File: config.mk
export PLATFORM = sky130hd
export DESIGN_NAME = line_color_gradient
export DESIGN_NICKNAME = d
export VERILOG_FILES = /design/src/hw/rtl/lcg_pkg.sv /design/src/hw/rtl/lcg_front.sv /design/src/hw/rtl/lcg_lane.sv /design/src/hw/rtl/line_color_gradient.sv
export SDC_FILE = /design/constraint.sdc
export NUM_CORES = 2
export LEC_CHECK = 0
export ABC_AREA = 0
export BUFFER_PORTS_ARGS = -buffer_cell sky130_fd_sc_hd__buf_2
export CAP_MARGIN = 30
export CORE_MARGIN = 1
export CORE_UTILIZATION = 30
export DETAILED_ROUTE_END_ITERATION = 10
export SLEW_MARGIN = 40
export SYNTH_ARGS = -nofsm -noshare
export SYNTH_HDL_FRONTEND = slang
export SYNTH_SLANG_ARGS = --single-unit
File: constraint.sdc
create_clock -name clk -period 21.4 [get_ports clk]
set_input_delay 4.28 -clock clk [delete_from_list [all_inputs] [get_ports clk]]
set_output_delay 4.28 -clock clk [all_outputs]
set_load 0.1 [all_outputs]
File: src/hw/rtl/lcg_pkg.sv
// Shared constants for the line colour gradient block.
// No dependencies; imported by every lcg module and the top level.
`default_nettype none

package lcg_pkg;

  localparam int COORD_BITS_DEF = 16;   // default coordinate width
  localparam int CHAN_W         = 8;    // bits per colour channel
  localparam int NUM_LANES      = 3;    // red, green, blue
  localparam int COLOR_W        = CHAN_W * NUM_LANES;
  localparam int CHAN_MAX       = 255;

  // Quotient bits resolved by the divider; anything at or above 2**QUO_BITS clamps anyway
  localparam int QUO_BITS       = 9;

  // Pipeline layout: front end, lane (product, magnitude, range check,
  // one stage per quotient bit, clamp), then the output register
  localparam int FRONT_STAGES   = 2;
  localparam int LANE_STAGES    = QUO_BITS + 4;
  localparam int PIPE_STAGES    = FRONT_STAGES + LANE_STAGES + 1;

endpackage

`default_nettype wire

File: src/hw/rtl/lcg_front.sv
// Front end of the colour gradient pipeline: coordinate differences, axis choice,
// fraction numerator and denominator. Depends on lcg_pkg.
`default_nettype none

module lcg_front
  import lcg_pkg::*;
#(
  parameter int COORD_BITS = COORD_BITS_DEF
) (
  input  logic                          clk,
  input  logic [FRONT_STAGES-1:0]       adv,
  input  logic signed [COORD_BITS-1:0]  start_x,
  input  logic signed [COORD_BITS-1:0]  start_y,
  input  logic [COLOR_W-1:0]            start_color,
  input  logic signed [COORD_BITS-1:0]  cur_x,
  input  logic signed [COORD_BITS-1:0]  cur_y,
  input  logic [COLOR_W-1:0]            cur_color,
  input  logic signed [COORD_BITS-1:0]  end_x,
  input  logic signed [COORD_BITS-1:0]  end_y,
  input  logic [COLOR_W-1:0]            end_color,
  output logic signed [COORD_BITS:0]    num,
  output logic signed [COORD_BITS:0]    den,
  output logic [COLOR_W-1:0]            s_color,
  output logic [COLOR_W-1:0]            e_color,
  output logic                          byp
);

  localparam int DW = COORD_BITS + 1;

  // stage 0: differences
  logic signed [DW-1:0] rem_x, rem_y, num_x, num_y, den_x, den_y;
  logic [COLOR_W-1:0]   sc0, ec0;
  logic                 same0;

  always_ff @(posedge clk) begin
    if (adv[0]) begin
      rem_x <= DW'(end_x) - DW'(cur_x);
      rem_y <= DW'(end_y) - DW'(cur_y);
      num_x <= DW'(cur_x) - DW'(start_x);
      num_y <= DW'(cur_y) - DW'(start_y);
      den_x <= DW'(end_x) - DW'(start_x);
      den_y <= DW'(end_y) - DW'(start_y);
      sc0   <= start_color;
      ec0   <= end_color;
      same0 <= (cur_color == end_color);
    end
  end

  // stage 1: pick the dominant remaining axis, ties to y
  logic [DW-1:0]        abs_x, abs_y;
  logic                 use_x;
  logic signed [DW-1:0] num_sel, den_sel;

  always_comb begin
    abs_x   = rem_x[DW-1] ? DW'(-rem_x) : DW'(rem_x);
    abs_y   = rem_y[DW-1] ? DW'(-rem_y) : DW'(rem_y);
    use_x   = abs_x > abs_y;
    num_sel = use_x ? num_x : num_y;
    den_sel = use_x ? den_x : den_y;
  end

  always_ff @(posedge clk) begin
    if (adv[1]) begin
      num     <= num_sel;
      den     <= den_sel;
      s_color <= sc0;
      e_color <= ec0;
      // equal colours and a zero-length axis both give the end colour
      byp     <= same0 | (den_sel == '0);
    end
  end

endmodule

`default_nettype wire

File: src/hw/rtl/lcg_lane.sv
// One colour channel lane: s + floor((e-s)*N/D), saturated to the channel range,
// through a pipelined restoring divider with one quotient bit per stage. Depends on lcg_pkg.
`default_nettype none

module lcg_lane
  import lcg_pkg::*;
#(
  parameter int COORD_BITS = COORD_BITS_DEF
) (
  input  logic                        clk,
  input  logic [LANE_STAGES-1:0]      adv,
  input  logic signed [COORD_BITS:0]  num,
  input  logic signed [COORD_BITS:0]  den,
  input  logic [CHAN_W-1:0]           s_chan,
  input  logic [CHAN_W-1:0]           e_chan,
  input  logic                        byp,
  output logic [CHAN_W-1:0]           chan
);

  localparam int DW = COORD_BITS + 1;
  localparam int PW = DW + QUO_BITS;       // product and remainder width
  localparam int SW = QUO_BITS + 3;        // signed width of s +/- quotient

  // product stage
  logic signed [CHAN_W:0] delta;
  logic signed [PW-1:0]   prod_full;
  logic signed [PW-1:0]   prod;
  logic [DW-1:0]          dmag_a;
  logic                   dneg_a;
  logic [CHAN_W-1:0]      s_a, e_a;
  logic                   byp_a;

  always_comb begin
    delta     = $signed({1'b0, e_chan}) - $signed({1'b0, s_chan});
    prod_full = PW'(delta) * PW'(num);
  end

  always_ff @(posedge clk) begin
    if (adv[0]) begin
      prod   <= prod_full;
      dneg_a <= den[DW-1];
      dmag_a <= den[DW-1] ? DW'(-den) : DW'(den);
      s_a    <= s_chan;
      e_a    <= e_chan;
      byp_a  <= byp;
    end
  end

  // magnitude stage
  logic [PW-1:0]     amag_b;
  logic [DW-1:0]     dmag_b;
  logic              neg_b;
  logic [CHAN_W-1:0] s_b, e_b;
  logic              byp_b;

  always_ff @(posedge clk) begin
    if (adv[1]) begin
      amag_b <= prod[PW-1] ? PW'(-prod) : PW'(prod);
      neg_b  <= prod[PW-1] ^ dneg_a;
      dmag_b <= dmag_a;
      s_b    <= s_a;
      e_b    <= e_a;
      byp_b  <= byp_a;
    end
  end

  // range check, then one stage per quotient bit, MSB first
  logic [PW-1:0]       rem_p  [QUO_BITS+1];
  logic [QUO_BITS-1:0] quo_p  [QUO_BITS+1];
  logic [DW-1:0]       dmag_p [QUO_BITS];
  logic                sat_p  [QUO_BITS+1];
  logic                neg_p  [QUO_BITS+1];
  logic [CHAN_W-1:0]   s_p    [QUO_BITS+1];
  logic [CHAN_W-1:0]   e_p    [QUO_BITS+1];
  logic                byp_p  [QUO_BITS+1];

  always_ff @(posedge clk) begin
    if (adv[2]) begin
      sat_p[0]  <= amag_b >= {dmag_b, QUO_BITS'(0)};
      rem_p[0]  <= amag_b;
      quo_p[0]  <= '0;
      dmag_p[0] <= dmag_b;
      neg_p[0]  <= neg_b;
      s_p[0]    <= s_b;
      e_p[0]    <= e_b;
      byp_p[0]  <= byp_b;
    end
  end

  for (genvar k = 1; k <= QUO_BITS; k++) begin : g_div
    localparam int BIT = QUO_BITS - k;
    logic [PW-1:0]       trial;
    logic                take;
    logic [QUO_BITS-1:0] quo_set;

    assign trial   = PW'(dmag_p[k-1]) << BIT;
    assign take    = rem_p[k-1] >= trial;
    assign quo_set = quo_p[k-1] | (QUO_BITS'(take) << BIT);

    always_ff @(posedge clk) begin
      if (adv[2+k]) begin
        rem_p[k]      <= take ? rem_p[k-1] - trial : rem_p[k-1];
        quo_p[k]      <= quo_set;
        sat_p[k]      <= sat_p[k-1];
        neg_p[k]      <= neg_p[k-1];
        s_p[k]        <= s_p[k-1];
        e_p[k]        <= e_p[k-1];
        byp_p[k]      <= byp_p[k-1];
      end
    end

    if (k < QUO_BITS) begin : g_carry
      always_ff @(posedge clk) begin
        if (adv[2+k]) begin
          dmag_p[k] <= dmag_p[k-1];
        end
      end
    end
  end

  // floor for negative fractions: round the magnitude up on a nonzero remainder
  logic [QUO_BITS:0]   mag;
  logic signed [SW-1:0] val;
  logic [CHAN_W-1:0]   clamped;

  always_comb begin
    if (sat_p[QUO_BITS]) begin
      mag = {1'b1, QUO_BITS'(0)};
    end else begin
      mag = {1'b0, quo_p[QUO_BITS]}
            + (QUO_BITS+1)'(neg_p[QUO_BITS] && (rem_p[QUO_BITS] != '0));
    end
    if (neg_p[QUO_BITS]) begin
      val = $signed(SW'(s_p[QUO_BITS])) - $signed(SW'(mag));
    end else begin
      val = $signed(SW'(s_p[QUO_BITS])) + $signed(SW'(mag));
    end
    if (val[SW-1]) begin
      clamped = '0;
    end else if (val > $signed(SW'(CHAN_MAX))) begin
      clamped = CHAN_W'(CHAN_MAX);
    end else begin
      clamped = val[CHAN_W-1:0];
    end
  end

  always_ff @(posedge clk) begin
    if (adv[LANE_STAGES-1]) begin
      chan <= byp_p[QUO_BITS] ? e_p[QUO_BITS] : clamped;
    end
  end

endmodule

`default_nettype wire

File: src/hw/rtl/line_color_gradient.sv
// Line colour gradient: interpolates an RGB888 colour for each pixel of a line.
// Slave channel s_* takes one pixel word per handshake; master channel m_* returns
// the interpolated colour. Every word gives exactly one result, in order.
// The fraction along the dominant remaining axis is applied to each channel
// exactly (floor of the rational value), saturated to 0..255; equal current and
// end colours or a zero-length axis return the end colour.
// Throughput: one word per cycle whenever s_tready is high. Pipeline:
// 16 register stages: 2 front-end stages, 13 per-channel lane
// stages of which 9 form the restoring divider resolving one quotient bit each,
// then the output register.
// Three lanes, one per channel, run side by side on the same word.
// Reset (rst, synchronous) empties the pipeline; s_tready rises with the first
// empty stage. When m_tready is low, a valid m_tdata holds and the pipeline keeps
// accepting words until every stage is full, then s_tready drops.
// Depends on lcg_pkg, lcg_front and lcg_lane.
`default_nettype none

module line_color_gradient
  import lcg_pkg::*;
#(
  parameter int COORD_BITS = COORD_BITS_DEF,
  localparam int IN_BITS   = 6 * COORD_BITS + 3 * COLOR_W,
  localparam int IN_W      = ((IN_BITS + 7) / 8) * 8
) (
  input  logic               clk,
  input  logic               rst,
  input  logic               s_tvalid,
  output logic               s_tready,
  // start_x, start_y, start_color, cur_x, cur_y, cur_color, end_x, end_y, end_color
  input  logic [IN_W-1:0]    s_tdata,
  output logic               m_tvalid,
  input  logic               m_tready,
  // pixel_color
  output logic [COLOR_W-1:0] m_tdata
);

  localparam int CB = COORD_BITS;

  logic signed [CB-1:0] start_x, start_y, cur_x, cur_y, end_x, end_y;
  logic [COLOR_W-1:0]   start_color, cur_color, end_color;

  assign start_x     = $signed(s_tdata[CB-1:0]);
  assign start_y     = $signed(s_tdata[2*CB-1:CB]);
  assign start_color = s_tdata[2*CB+COLOR_W-1:2*CB];
  assign cur_x       = $signed(s_tdata[3*CB+COLOR_W-1:2*CB+COLOR_W]);
  assign cur_y       = $signed(s_tdata[4*CB+COLOR_W-1:3*CB+COLOR_W]);
  assign cur_color   = s_tdata[4*CB+2*COLOR_W-1:4*CB+COLOR_W];
  assign end_x       = $signed(s_tdata[5*CB+2*COLOR_W-1:4*CB+2*COLOR_W]);
  assign end_y       = $signed(s_tdata[6*CB+2*COLOR_W-1:5*CB+2*COLOR_W]);
  assign end_color   = s_tdata[6*CB+3*COLOR_W-1:6*CB+2*COLOR_W];

  // stage occupancy; a stage loads when m_tready is high or it or any stage after it is empty
  logic [PIPE_STAGES-1:0] valid;
  logic [PIPE_STAGES-1:0] adv;

  for (genvar k = 0; k < PIPE_STAGES; k++) begin : g_adv
    assign adv[k] = m_tready | ~(&valid[PIPE_STAGES-1:k]);
  end

  always_ff @(posedge clk) begin
    if (rst) begin
      valid <= '0;
    end else begin
      if (adv[0]) begin
        valid[0] <= s_tvalid;
      end
      for (int k = 1; k < PIPE_STAGES; k++) begin
        if (adv[k]) begin
          valid[k] <= valid[k-1];
        end
      end
    end
  end

  assign s_tready = adv[0];
  assign m_tvalid = valid[PIPE_STAGES-1];

  logic signed [CB:0]   num, den;
  logic [COLOR_W-1:0]   s_color, e_color;
  logic                 byp;

  lcg_front #(
    .COORD_BITS(COORD_BITS)
  ) u_front (
    .clk         (clk),
    .adv         (adv[FRONT_STAGES-1:0]),
    .start_x     (start_x),
    .start_y     (start_y),
    .start_color (start_color),
    .cur_x       (cur_x),
    .cur_y       (cur_y),
    .cur_color   (cur_color),
    .end_x       (end_x),
    .end_y       (end_y),
    .end_color   (end_color),
    .num         (num),
    .den         (den),
    .s_color     (s_color),
    .e_color     (e_color),
    .byp         (byp)
  );

  logic [COLOR_W-1:0] lane_color;

  for (genvar l = 0; l < NUM_LANES; l++) begin : g_lane
    lcg_lane #(
      .COORD_BITS(COORD_BITS)
    ) u_lane (
      .clk    (clk),
      .adv    (adv[FRONT_STAGES+LANE_STAGES-1:FRONT_STAGES]),
      .num    (num),
      .den    (den),
      .s_chan (s_color[l*CHAN_W +: CHAN_W]),
      .e_chan (e_color[l*CHAN_W +: CHAN_W]),
      .byp    (byp),
      .chan   (lane_color[l*CHAN_W +: CHAN_W])
    );
  end

  // merge the lanes into the output word; hold while the receiver stalls
  always_ff @(posedge clk) begin
    if (adv[PIPE_STAGES-1]) begin
      m_tdata <= lane_color;
    end
  end

endmodule

`default_nettype wire

Word level (Yosys, flattened, before mapping):

Memories as Yosys holds them, arrays and structs flattened.
Index checks and enable logic that the tools add are counted.

* eq/ne operators: 1
* muxes and demuxes: 70
* bitwise operators: 63
* multipliers: 3
* add/sub/neg operators: 51
* reductions and logical operators: 22
* shifts and indexed selects: 0
* div/mod/pow operators: 0
* $lt $le $gt $ge: 34

Operator list (number)
* two-way mux 26 bit: 27
* subtractor 16 x 16 -> 17 bit: 6
* greater-or-equal comparator 26 x 17 -> 1 bit: 3
* greater-or-equal comparator 26 x 18 -> 1 bit: 3
* greater-or-equal comparator 26 x 19 -> 1 bit: 3
* greater-or-equal comparator 26 x 20 -> 1 bit: 3
* greater-or-equal comparator 26 x 21 -> 1 bit: 3
* greater-or-equal comparator 26 x 22 -> 1 bit: 3
* greater-or-equal comparator 26 x 23 -> 1 bit: 3
* greater-or-equal comparator 26 x 24 -> 1 bit: 3
* greater-or-equal comparator 26 x 25 -> 1 bit: 3
* greater-or-equal comparator 26 bit: 3
* multiplier 9 x 17 -> 26 bit: 3
* negation 26 bit: 3
* nonzero test 26 bit: 3
* subtractor 26 x 17 -> 26 bit: 3
* subtractor 26 x 18 -> 26 bit: 3
* subtractor 26 x 19 -> 26 bit: 3
* subtractor 26 x 20 -> 26 bit: 3
* subtractor 26 x 21 -> 26 bit: 3
* subtractor 26 x 22 -> 26 bit: 3
* subtractor 26 x 23 -> 26 bit: 3
* subtractor 26 x 24 -> 26 bit: 3
* subtractor 26 x 25 -> 26 bit: 3
* 44 further kinds: 145

* logic and storage cells: 332
* output and inout bits: 26
* RAM bits: 2079
* memory bits (read-only): 0
* flip-flop bits (word level): 590
* latch bits: 0
* memories kept: 24

Memory list
* g_lane[0].u_lane.rem_p: depth 10, width 26, read ports 10, clocked after memory_dff 0, wr ports 10, RTL line lcg_lane.sv:68 `logic [PW-1:0] rem_p [QUO_BITS+1];`
* g_lane[1].u_lane.rem_p: depth 10, width 26, read ports 10, clocked after memory_dff 0, wr ports 10, RTL line lcg_lane.sv:68
* g_lane[2].u_lane.rem_p: depth 10, width 26, read ports 10, clocked after memory_dff 0, wr ports 10, RTL line lcg_lane.sv:68
* g_lane[0].u_lane.dmag_p: depth 9, width 17, read ports 9, clocked after memory_dff 0, wr ports 9, RTL line lcg_lane.sv:70 `logic [DW-1:0] dmag_p [QUO_BITS];`
* g_lane[1].u_lane.dmag_p: depth 9, width 17, read ports 9, clocked after memory_dff 0, wr ports 9, RTL line lcg_lane.sv:70
* g_lane[2].u_lane.dmag_p: depth 9, width 17, read ports 9, clocked after memory_dff 0, wr ports 9, RTL line lcg_lane.sv:70
* 18 more memories

Logic depth before layout (Yosys ltp):

An unclocked memory read counts as a cell.

* word-level depth: 11
* mapped depth: 31
* gate-level depth less buffers: 30

By module:

A second synthesis with hierarchy kept.

* cell total of the unflattened synthesis: 11030
* area total of the unflattened synthesis: 138701.8 um2

Modules (own cells, without submodules)
* lcg_lane (g_lane[0].u_lane): instances 1, cells each 3288, sequential area each 23362.4 um2, area an instance 41481.0 um2
* lcg_lane (g_lane[1].u_lane): instances 1, cells each 3250, sequential area each 23362.4 um2, area an instance 41203.3 um2
* lcg_lane (g_lane[2].u_lane): instances 1, cells each 3286, sequential area each 23362.4 um2, area an instance 41172.0 um2
* lcg_front: instances 1, cells each 1096, sequential area each 7026.7 um2, area an instance 13395.3 um2
* line_color_gradient: instances 1, cells each 110, sequential area each 1041.0 um2, area an instance 1450.1 um2

Worst setup path after synthesis:

No wires, ideal clock.

* path kind: input to output
* from: input m_tready
* to: output s_tready
* path buffers: 1
* setup slack: 5.917 ns
* stages on the path: 9
* arrival time: 11.203 ns
* data required time: 17.120 ns
* path through: nor2b_1 > inv_1 > nor2_1 > and3_1 > and3_1 > and3_1 > and3_1 > clkbuf_1 > nand4_1

* word-level cells in the longest chain between the ends: 1

RTL lines
* from (decl): RTL line line_color_gradient.sv:32 `input logic m_tready,`
* OR 1 bit: RTL line line_color_gradient.sv:57 `assign adv[k] = m_tready | ~(&valid[PIPE_STAGES-1:k]);`
* to (decl): RTL line line_color_gradient.sv:28 `output logic s_tready,`

No other way between the ends.

Worst setup path after layout:

Ends and elaborated chain as after synthesis.

==> reports/summary.txt <==
post-route clock period utilization: 60.4%
crit-path max FO: 29
asr flop ratio synth: 0%
syn_nets: 11600
H-tree depth: 4
IO Count: 198
Worst EP arrival: 8650 ps
Max Cap Viol: 0
Die ar.: 417000 um2
R2R setup slack: 13140 ps
Post-Synthesis Cells: 10200
headroom to the max-slew limit: 42.3%
DRT iter0 DRCs: 4730
post-synthesis sequential area ratio: 53.2%
Fillers: 40700
final wirelength: 280 mm
initial core utilization: 30.1%
Yosys top cell area share: 52.9%
post-route cell area: 140000 um2
# clock sinks: 2208
simple-gate portion of the synthesized area: 11.2%
vias in the first global route: 73300
via count: 75700
Final Wtd Congestion: 0.886
first-pass GRT wire length: 430 mm
residual DRC count: 0
cts hold-fix bufs: 0
DP HPWL: 219 mm
crit start category: primary input
post-cts sizing count: 0
flip-flop and latch area: 66100 um2
main combinational cell family by area after synthesis: adder cells
Multi-input gate area: 54400 um2
post-synthesis mux area share: 1.61%
drt wl/cell: 17.3 um
final net count: 12000
num rows: 236
Core Area: 413000 um2
Worst Hold Depth: 0
clock skew: 109 ps
f_max: 77.3 MHz
Max clock buf depth: 4
DRT Pass-1 Iters: 6
top_reg_cell synth: edfxtp_1
Setup CP Type: in -> out
CTS tree: done
destination of the worst hold path: g_lane[2].u_lane.s_b[1]$_DFFE_PP_
post-synth cell types: 95
worst hold path class: reg -> reg
unrepaired setup endpoints after global routing: no
Ys Warns: 0
Post-synth top cells: edfxtp_1 (2192), ha_1 (872), inv_1 (858)
syn_area_per_cell: 12.2 um2
Post-Synth Adder-Cell Area: 15.5%
WP data required: 17120 ps
crit path time final: 12930 ps
GRT Total Usage: 13.1%
final hold vios: 0
Routed Antenna Nets: 0
Port Buffer Count: 197
Synth Area in XOR/XNOR: 5.52%
max-slew violation count: 0
final setup fails: 0
EDFF count, synth: 2192
Placed Cells: 15800
DR vias/cell: 4.68
run status: complete, no violations
reg2reg path depth: 29
cell taking the most area after synthesis: edfxtp_1
largest net degree at the start of global routing: 85
CP endpoint kind: primary output
min-delay src: g_lane[2].u_lane.s_a[1]$_DFFE_PP_
DP Area: 132000 um2
layout cells sized above 1: 8.40%
clk_lat worst skew: 900 ps
gr ovfl total: 0
post-route insts no fill: 16200
total CTS buffers: 225
post-synth design cell area: 124000 um2
Slew @ Worst Pin: 843 ps
clk slew on worst S/H paths: 60 ps
reg-to-reg endpoint: g_lane[0].u_lane.prod[24]$_DFFE_PP_
post-route setup TNS: 0 ps
overall die width: 646 um
number of antenna violations at the first check in global routing: 15
worst r2r src: u_front.e_color[0]$_DFFE_PP_
Setup Buffers After CTS: 0
Die Ht: 646 um
synthesis-to-finish area growth: 12.3%
Root Driver: clkbuf_16
post-synthesis sequential element count: 2208
top-count cell post-synth: edfxtp_1
Synth Area in Compound Gates: 9.78%
Synth area leaders: edfxtp_1 (53%), ha_1 (8.8%), fa_1 (6.8%), xnor2_1 (3.5%), inv_1 (2.6%)
per-layer routing:
layer	up-vias	global-route usage [%]	share of wire (%)
li1	37600	-	-
met5	-	0	0.0046
met3	429	1.46	3.6
met4	2	4.29	3.5
met2	1495	21.8	47
met1	36200	17.8	46
cells by family after synthesis:
kind of cell / after synthesis
AO/OA/AOI/OAI: 1913
XOR/XNOR: 784
adder cells (fa/ha/maj): 1292
buffers and inverters: 1057
flip-flops: 2208
multiplexers: 181
AND/OR/NAND/NOR: 2750
worst max-delay path, cell delays in order:
cell     delay (ps)
buf_2           100
nor2b_1         310
inv_2           310
nor2_1          560
and3_1          480
and3_1          450
and3_1          410
and3_1          490
nand4_1         420
buf_4           400
buf_2           380
placed cells by master, fill, tap and decap left out, types with 138 or more instances in the layout:
cell          n
inv_1       851
mux2_2      151
and2_1      237
buf_2       199
o21ai_0     462
a21oi_1     551
nor3_1      198
nor2b_1     155
nand2b_1    210
a21o_1      178
fa_1        419
ha_1        871
xor2_1      280
nor2_1      670
o21a_1      138
nand2_1     615
edfxtp_1   2192
clkbuf_16   229
xnor2_1     503
registers in the layout, summed over array words and instances (netlist names), 30 cells and up:
signal and flops:
g_lane.u_lane.s_p 240, g_lane.u_lane.neg_p 30, g_lane.u_lane.e_p 240, g_lane.u_lane.quo_p 135, g_lane.u_lane.amag_b 78, g_lane.u_lane.prod 78, g_lane.u_lane.sat_p 30, g_lane.u_lane.rem_p 780
g_lane.u_lane.dmag_p 153
cell type report:
cell class / instances / share of cell area [%]
Sequential cell: 2208 / 47.3
Multi-Input combinational cell: 6920 / 39.0
Tap cell: 5474 / 4.90
Clock buffer: 261 / 4.19
Inverter: 860 / 2.33
Timing Repair Buffer: 295 / 1.30
Clock inverter: 149 / 0.991
Antenna cell: 1 / 0.00179
stage by stage:
stage,hold WS [ps],setup WS [ps],utilization (%)
after floorplan,400,5920,-
after global placement,401,8210,32.0
after detailed placement,405,8380,32.1
after CTS,367,8380,33.8
after global routing,385,8050,33.8
final,385,8470,33.8
how the worst max path moves through the flow:
stage | startpoint | depth (start not counted) | slack (ps) | end
global placement | m_tready | 11 | 8210 | s_tready
CTS | m_tready | 11 | 8380 | s_tready
finish | m_tready | 11 | 8470 | s_tready
floorplan | m_tready | 9 | 5920 | s_tready
detailed placement | m_tready | 11 | 8380 | s_tready
global route | m_tready | 11 | 8050 | s_tready
Power is not shown: default switching activity piles up to over one toggle a cycle in this logic, so the estimate is an artifact.
